===== config.mk =====
export PLATFORM = sky130hd
export DESIGN_NAME = ask_frame_serializer_unit
export DESIGN_NICKNAME = d
export VERILOG_FILES = /design/src/rtl/core/afs_pkg.sv /design/src/rtl/core/ask_frame_serializer_unit.sv
export SDC_FILE = /design/constraint.sdc
export NUM_CORES = 1
export LEC_CHECK = 0
export BUFFER_PORTS_ARGS = -buffer_cell sky130_fd_sc_hd__buf_4
export CORE_MARGIN = 1
export CORE_UTILIZATION = 45
export CTS_CLUSTER_DIAMETER = 80
export DETAILED_ROUTE_END_ITERATION = 10
export GPL_TIMING_DRIVEN = 0
export PLACE_DENSITY = 0.72
export SYNTH_ARGS = -nofsm -noshare
export SYNTH_HDL_FRONTEND = slang
export SYNTH_SLANG_ARGS = --single-unit
export TNS_END_PERCENT = 1

===== constraint.sdc =====
create_clock -name clk -period 9.64 [get_ports clk]
set_input_delay 1.446 -clock clk [delete_from_list [all_inputs] [get_ports clk]]
set_output_delay 1.446 -clock clk [all_outputs]
set_load 0.05 [all_outputs]

===== src/rtl/core/afs_pkg.sv =====
// ============================================================================
// afs_pkg: shared types and codes for the ASK frame serializer
// Command, mode and carrier codes plus fixed frame constants.
// ============================================================================
package afs_pkg;

  // Input field widths
  localparam int CMD_W   = 3;
  localparam int IDX_W   = 4;
  localparam int BYTE_W8 = 8;
  localparam int LEN_W   = 5;

  // Payload store depth follows the index field
  localparam int STORE_DEPTH = 1 << IDX_W;

  // Command codes
  localparam logic [CMD_W-1:0] CMD_WRITE   = 3'd0;
  localparam logic [CMD_W-1:0] CMD_START   = 3'd1;
  localparam logic [CMD_W-1:0] CMD_CARRIER = 3'd2;
  localparam logic [CMD_W-1:0] CMD_STOP    = 3'd3;
  localparam logic [CMD_W-1:0] CMD_DEBUG   = 3'd4;
  localparam logic [CMD_W-1:0] CMD_TICK    = 3'd5;

  // Transmit modes
  localparam logic [1:0] MODE_IDLE    = 2'd0;
  localparam logic [1:0] MODE_SENDING = 2'd1;
  localparam logic [1:0] MODE_CARRIER = 2'd2;
  localparam logic [1:0] MODE_DEBUG   = 2'd3;

  // Carrier selection codes
  localparam logic [1:0] CAR_SILENT = 2'd0;
  localparam logic [1:0] CAR_BURST  = 2'd1;
  localparam logic [1:0] CAR_CONT   = 2'd2;

  // Frame constants
  localparam logic [7:0] HEADER_BYTE   = 8'hAA;
  localparam logic [7:0] DEBUG_BYTE    = 8'h55;
  localparam logic [7:0] DEBUG_LEN     = 8'h01;
  localparam int         BITS_PER_BYTE = 10;
  localparam int         STOP_SLOT     = BITS_PER_BYTE - 1;

  typedef logic [7:0] byte_t;

endpackage


===== src/rtl/core/ask_frame_serializer_unit.sv =====
// ============================================================================
// ask_frame_serializer_unit: on-off keyed frame transmitter
// Builds header/length/payload/checksum frames and steps them out one bit per
// tick as UART-style bytes, reporting the selected carrier per command.
// ============================================================================
// Every command produces exactly one result beat. The block takes one command
// per clock; each command passes the input register, then the result register.
// All the work of a command (store write, frame build with its XOR checksum
// tree, bit selection and position advance) sits between those two registers.
// The input register lets a new command in while a finished result is still
// waiting on out_tready; the stream only stops when both stages are full.
module ask_frame_serializer_unit
  import afs_pkg::*;
#(
  parameter int MAX_PAYLOAD  = 16,
  parameter int SILENCE_BITS = 5
) (
  input  logic        clk,
  input  logic        rst_n,
  // command stream
  input  logic        in_tvalid,
  output logic        in_tready,
  input  logic [23:0] in_tdata,   // [3:0] data_index, [11:4] data_byte,
                                  // [16:12] payload_length, [23:17] zero
  input  logic [2:0]  in_tuser,   // [2:0] command
  // result stream
  output logic        out_tvalid,
  input  logic        out_tready,
  output logic [7:0]  out_tdata,  // [1:0] carrier_select, [2] busy_res,
                                  // [7:3] zero
  output logic        out_tlast   // frame_done
);

  // Derived sizes
  localparam int FB_DEPTH = MAX_PAYLOAD + 3;
  localparam int FB_IW    = $clog2(FB_DEPTH);
  localparam int BYTE_W   = $clog2(MAX_PAYLOAD + 4);
  localparam int CNT_W    = $clog2(MAX_PAYLOAD + 1);
  localparam int SLOT_MAX = (SILENCE_BITS > BITS_PER_BYTE) ? SILENCE_BITS : BITS_PER_BYTE;
  localparam int SLOT_W   = $clog2(SLOT_MAX);
  localparam int SIL_LAST = (SILENCE_BITS > 0) ? SILENCE_BITS - 1 : 0;

  // Handshake state
  logic in_valid_r, in_valid_nxt;
  logic out_valid_r, out_valid_nxt;
  logic adv;

  // Input register payload
  logic [CMD_W-1:0] cmd_r;
  logic [IDX_W-1:0] idx_r;
  byte_t            byte_r;
  logic [LEN_W-1:0] len_r;

  // Block state
  byte_t              store_r [STORE_DEPTH];
  byte_t              store_nxt [STORE_DEPTH];
  byte_t              fbuf_r [FB_DEPTH];
  byte_t              fbuf_nxt [FB_DEPTH];
  logic [CNT_W-1:0]   cnt_r, cnt_nxt;
  logic [BYTE_W-1:0]  bpos_r, bpos_nxt;
  logic [SLOT_W-1:0]  slot_r, slot_nxt;
  logic [1:0]         mode_r, mode_nxt;
  logic [1:0]         car_r, car_nxt;

  // Result register
  logic [1:0] res_car_r;
  logic       res_busy_r;
  logic       res_done_r;
  logic       done;

  // Frame build and bit selection helpers
  logic [CNT_W-1:0]  n_new;
  byte_t             cs;
  logic [BYTE_W-1:0] nbytes;
  logic [SLOT_W-1:0] slot_m1;
  byte_t             cur_byte;
  logic              in_frame;
  logic              tx_bit;
  logic              last_bit;

  // Stage flow: result register drains, input register refills
  assign adv        = !out_valid_r || out_tready;
  assign in_tready  = !in_valid_r || adv;
  assign in_valid_nxt  = in_tready ? in_tvalid : in_valid_r;
  assign out_valid_nxt = adv ? in_valid_r : out_valid_r;

  // Clamp length and form the checksum over header, length and payload
  always_comb begin
    if (len_r > LEN_W'(MAX_PAYLOAD)) begin
      n_new = CNT_W'(MAX_PAYLOAD);
    end else begin
      n_new = CNT_W'(len_r);
    end
    cs = HEADER_BYTE ^ 8'(n_new);
    for (int i = 0; i < STORE_DEPTH; i++) begin
      if (i < int'(n_new)) begin
        cs = cs ^ store_r[i];
      end
    end
  end

  // Pick the current line bit from the frame position
  assign nbytes   = BYTE_W'(cnt_r) + BYTE_W'(3);
  assign slot_m1  = slot_r - SLOT_W'(1);
  assign cur_byte = fbuf_r[bpos_r[FB_IW-1:0]];
  assign in_frame = bpos_r < nbytes;

  always_comb begin
    if (!in_frame) begin
      tx_bit = 1'b0;
    end else if (slot_r == SLOT_W'(0)) begin
      tx_bit = 1'b0;
    end else if (slot_r == SLOT_W'(STOP_SLOT)) begin
      tx_bit = 1'b1;
    end else begin
      tx_bit = cur_byte[slot_m1[2:0]];
    end
  end

  // Last bit of frame plus trailing silence
  always_comb begin
    if (SILENCE_BITS == 0) begin
      last_bit = (bpos_r == nbytes - BYTE_W'(1)) && (slot_r == SLOT_W'(STOP_SLOT));
    end else begin
      last_bit = (bpos_r == nbytes) && (slot_r == SLOT_W'(SIL_LAST));
    end
  end

  // Command decode and next state
  always_comb begin
    store_nxt = store_r;
    fbuf_nxt  = fbuf_r;
    cnt_nxt   = cnt_r;
    bpos_nxt  = bpos_r;
    slot_nxt  = slot_r;
    mode_nxt  = mode_r;
    car_nxt   = car_r;
    done      = 1'b0;
    case (cmd_r)
      CMD_WRITE: begin
        store_nxt[idx_r] = byte_r;
      end
      CMD_START: begin
        cnt_nxt     = n_new;
        fbuf_nxt[0] = HEADER_BYTE;
        fbuf_nxt[1] = 8'(n_new);
        for (int k = 2; k < FB_DEPTH; k++) begin
          if (int'(n_new) + 2 == k) begin
            fbuf_nxt[k] = cs;
          end else if (k - 2 < STORE_DEPTH) begin
            fbuf_nxt[k] = store_r[k-2];
          end else begin
            fbuf_nxt[k] = 8'h00;
          end
        end
        bpos_nxt = '0;
        slot_nxt = '0;
        mode_nxt = MODE_SENDING;
      end
      CMD_CARRIER: begin
        mode_nxt = MODE_CARRIER;
        car_nxt  = CAR_CONT;
      end
      CMD_STOP: begin
        mode_nxt = MODE_IDLE;
        car_nxt  = CAR_SILENT;
      end
      CMD_DEBUG: begin
        cnt_nxt     = CNT_W'(1);
        fbuf_nxt[0] = HEADER_BYTE;
        fbuf_nxt[1] = DEBUG_LEN;
        fbuf_nxt[2] = DEBUG_BYTE;
        fbuf_nxt[3] = HEADER_BYTE ^ DEBUG_LEN ^ DEBUG_BYTE;
        bpos_nxt    = '0;
        slot_nxt    = '0;
        mode_nxt    = MODE_DEBUG;
      end
      CMD_TICK: begin
        if (mode_r == MODE_CARRIER) begin
          car_nxt = CAR_CONT;
        end else if (mode_r == MODE_IDLE) begin
          car_nxt = CAR_SILENT;
        end else begin
          car_nxt = tx_bit ? CAR_BURST : CAR_SILENT;
          if (last_bit) begin
            // wrap in debug repeat, finish otherwise
            bpos_nxt = '0;
            slot_nxt = '0;
            if (mode_r != MODE_DEBUG) begin
              mode_nxt = MODE_IDLE;
              done     = 1'b1;
            end
          end else if (in_frame && slot_r == SLOT_W'(STOP_SLOT)) begin
            bpos_nxt = bpos_r + BYTE_W'(1);
            slot_nxt = '0;
          end else begin
            slot_nxt = slot_r + SLOT_W'(1);
          end
        end
      end
      default: begin
      end
    endcase
  end

  // Control registers
  always_ff @(posedge clk) begin
    if (!rst_n) begin
      in_valid_r  <= 1'b0;
      out_valid_r <= 1'b0;
      cnt_r       <= '0;
      bpos_r      <= '0;
      slot_r      <= '0;
      mode_r      <= MODE_IDLE;
      car_r       <= CAR_SILENT;
      for (int i = 0; i < STORE_DEPTH; i++) begin
        store_r[i] <= 8'h00;
      end
      for (int k = 0; k < FB_DEPTH; k++) begin
        fbuf_r[k] <= 8'h00;
      end
    end else begin
      in_valid_r  <= in_valid_nxt;
      out_valid_r <= out_valid_nxt;
      if (in_valid_r && adv) begin
        cnt_r   <= cnt_nxt;
        bpos_r  <= bpos_nxt;
        slot_r  <= slot_nxt;
        mode_r  <= mode_nxt;
        car_r   <= car_nxt;
        store_r <= store_nxt;
        fbuf_r  <= fbuf_nxt;
      end
    end
  end

  // Capture the input beat
  always_ff @(posedge clk) begin
    if (in_tvalid && in_tready) begin
      cmd_r  <= in_tuser;
      idx_r  <= in_tdata[3:0];
      byte_r <= in_tdata[11:4];
      len_r  <= in_tdata[16:12];
    end
  end

  // Load the result beat
  always_ff @(posedge clk) begin
    if (in_valid_r && adv) begin
      res_car_r  <= car_nxt;
      res_busy_r <= (mode_nxt == MODE_SENDING) || (mode_nxt == MODE_DEBUG);
      res_done_r <= done;
    end
  end

  assign out_tvalid = out_valid_r;
  assign out_tdata  = {5'b00000, res_busy_r, res_car_r};
  assign out_tlast  = res_done_r;

endmodule


==> flow_summary_export.csv <==
group,metric,value,unit
setup_path,path_class,"reg2reg",
finish,nFillCells,3167,
placed_design,hpwl,47870,µm
finish,drive_gt1_share,10.11,%
setup_path,cp-start-kind,"flip-flop",
pwr,irDropWorstVdd,0.1332,mV
synthesis,synth_edf_count,24,
clock_network,cts_made_buffers,35,
detailed_routing,dr.pass1.iters,6,
sta,period_needed,5.199,ns
sta,post-route-period-util,53.93,%
sta,final-hold-violation-count,0,
synthesis,synth_seq_cells,309,
global_routing,grt_pass1_wl,89370,µm
clock_network,htree_levels,2,
finish,ff_latch_area,6426,µm²
clock_network,root_buffer,"clkbuf_16",
sta,drv_slew,0,
sta,grt_setup_unrepaired,"no",
clock_network,cts_tree,"done",
finish,multiInputGateArea,8588,µm²
sta,fin_skew,0.02605,ns
synthesis,ys_seq_area_share,41.15,%
global_routing,grt.total_usage,34.83,%
pwr,p_per_area,164.0,nW/µm²
detailed_routing,ant_nets,0,
global_routing,grt_overflow,0,
detailed_routing,via_count,14190,
synthesis,ys.flop_type,"dfxtp_1",
placed_design,gp_congestion,1.068,
detailed_routing,drtIter0Drc,1869,
sta,setup_viol,0,
clock_network,cts.repair.resized,0,
synthesis,yosysUniqueCellTypes,80,
worst_hold_path,hold_start,"fbuf_r[4]",
floorplanning,die_h,188.3,µm
setup_path,critPathMaxFanout,10,
placed_design,place_area,16410,µm²
clock_network,clockBufferDepth,3,
detailed_routing,drt-vias-per-instance,6.391,
sta,fmax,192.3,MHz
clock_network,clkSlewWorstSetupHoldPaths,0.06,ns
placed_design,pre_cts_ws,4.671,ns
pwr,p_leak,6.702,nW
job,cap_violations,0,
setup_path,required,10.03,ns
sta,setup_ws,4.441,ns
global_routing,grt_pass1_vias,13110,
finish,final_util,51.79,%
finish,final_cell_count_no_fill,2220,
finish,final_nets,1793,
setup_path,worstPathArrival,5.59,ns
worst_hold_path,min_path_type,"reg2reg",
sta,worst_slew_pin_slew,1.155,ns
synthesis,synthCells,1676,
global_routing,antenna_found_initial,2,
synthesis,synth.cell_area,15620,µm²
sta,finalSetupTns,0,ns
floorplanning,core_area,33870,µm²
clock_network,cts_hold_buf,0,
floorplanning,rows,67,
global_routing,grt_max_degree,21,
clock_network,clock_latency,0.53,ns
clock_network,clkSinkCount,309,
synthesis,synthArstFlopShare,0,%
finish,final_cell_area,17540,µm²
synthesis,yosys-top-cells-area,"dfxtp_1 (37%), mux2i_1 (10%), nor2_1 (4.8%)",
placed_design,numPortBuffers,29,
finish,area_growth,12.32,%
detailed_routing,drcViolationCount,0,
synthesis,yosys_warnings,0,
synthesis,syn_area_per_cell,9.318,µm²
sta,maxSlewHeadroom,22.39,%
floorplanning,start_util,46.11,%
floorplanning,io_pins,42,
synthesis,synth.top_cell.area_share,36.54,%
detailed_routing,wl_per_cell,28.09,µm
sta,hold_ws,0.4558,ns
placed_design,dp.cells,2157,
pwr,power,2.877,mW
synthesis,yosys.area.top_type,"dfxtp_1",
setup_path,end_kind,"flip-flop",
setup_path,crit_start,"len_r[4]",
detailed_routing,wl,62360,µm
clock_network,post_cts_buffers,0,
setup_path,rr_startpoint,"len_r[4]",
floorplanning,die_area,35450,µm²
floorplanning,die_w,188.3,µm
status,status,"finished, final reports clean",
layout make-up:
type / instances / share of cell area [%]
Antenna cell: 1 / 0.01427
Buffer: 119 / 3.131
Clock buffer: 44 / 5.471
Clock inverter: 18 / 0.9630
Inverter: 18 / 0.3852
Multi-Input combinational cell: 1234 / 48.96
Sequential cell: 309 / 36.64
Tap cell: 448 / 3.196
Timing Repair Buffer: 29 / 1.241
registers in the layout, summed over array words and instances, names as in the netlist:
signal / flops
fbuf_r: 138
res_busy_r: 1
out_tvalid: 1
len_r: 5
in_valid_r: 1
bpos_r: 5
byte_r: 8
car_r: 2
cmd_r: 3
slot_r: 4
res_car_r: 2
mode_r: 2
cnt_r: 4
store_r: 128
idx_r: 4
out_tlast: 1
cells in the final DEF, fill, tap and decap left out, drive strengths merged, types with 7 or more instances in the layout:
master,count
nor3b,14
xnor3,9
nor2b,15
ha,16
mux2i,157
xnor2,64
and3,7
clkinv,14
o221ai,11
inv,18
clkbuf,122
buf,70
nand2b,12
a22oi,56
a21oi,57
mux4,27
o21ai,112
a21o,8
nand4,23
o211ai,65
nand2,159
a211oi,16
edfxtp,24
o211a,26
dfxtp,285
nor2,205
nand3,59
xor2,28
nor3,13
metal layers:
layer | track usage [%] | part of all wire [%] | up-vias
li1 | - | - | 6202
met1 | 44.16 | 38 | 6769
met2 | 52.67 | 42 | 982
met3 | 9.667 | 13 | 233
met4 | 20.95 | 6.8 | 2
met5 | 0 | 0.021 | -
power by group:
part | switching (mW) | leakage, nW | internal (mW) | total (mW)
Sequential | 0.0160 | 2.53 | 1.31 | 1.32
Clock | 0.549 | 0.558 | 0.785 | 1.33
Combinational | 0.160 | 3.61 | 0.0587 | 0.219
final timing paths:
kind                                    to  slack (ns)  cells after the start
worst min register to register   fbuf_r[4]        0.46                      2
worst min-delay path             fbuf_r[4]        0.46                      2
worst max-delay path            fbuf_r[24]        4.44                     17
worst max register to register  fbuf_r[24]        4.44                     17
worst max-delay path, stage by stage, from the launching register on:
cell and delay (ns):
edfxtp_1 0.40, buf_6 0.16, buf_6 0.14, buf_4 0.19, buf_2 0.23, nor2b_1 0.13, clkbuf_1 0.48, ha_1 0.33
buf_2 0.27, clkbuf_1 0.52, o211ai_1 0.17, o21ai_0 0.23, xnor2_1 0.16, xnor2_1 0.20, xnor2_1 0.12, xnor2_2 0.68
buf_2 0.47, o21ai_0 0.16
cells by family (layout without fill, tap and decap cells):
kind of cell	after synthesis	count (layout)	share of synthesized area, %
AND/OR/NAND/NOR	537	537	15.88
adder cells (fa/ha/maj)	16	16	1.282
other	1	6	0.02401
AO/OA/AOI/OAI	387	387	16.67
buffers and inverters	137	228	3.950
multiplexers	188	188	14.25
XOR/XNOR	101	101	6.802
flip-flops	309	309	41.15
Yosys cell counts, types with 16 or more instances:
cell	number
mux2i_1	157
xor2_1	26
a21oi_1	57
nand2_1	158
o21ai_1	26
nand3_1	59
o21ai_0	85
nor2_1	199
clkbuf_1	78
o211a_1	26
a22oi_1	56
a211oi_1	16
mux4_2	27
buf_2	19
edfxtp_1	24
dfxtp_1	285
nand4_1	23
ha_1	16
xnor2_1	61
o211ai_1	63
No activity file was read; power rests on OpenSTA's default activity.
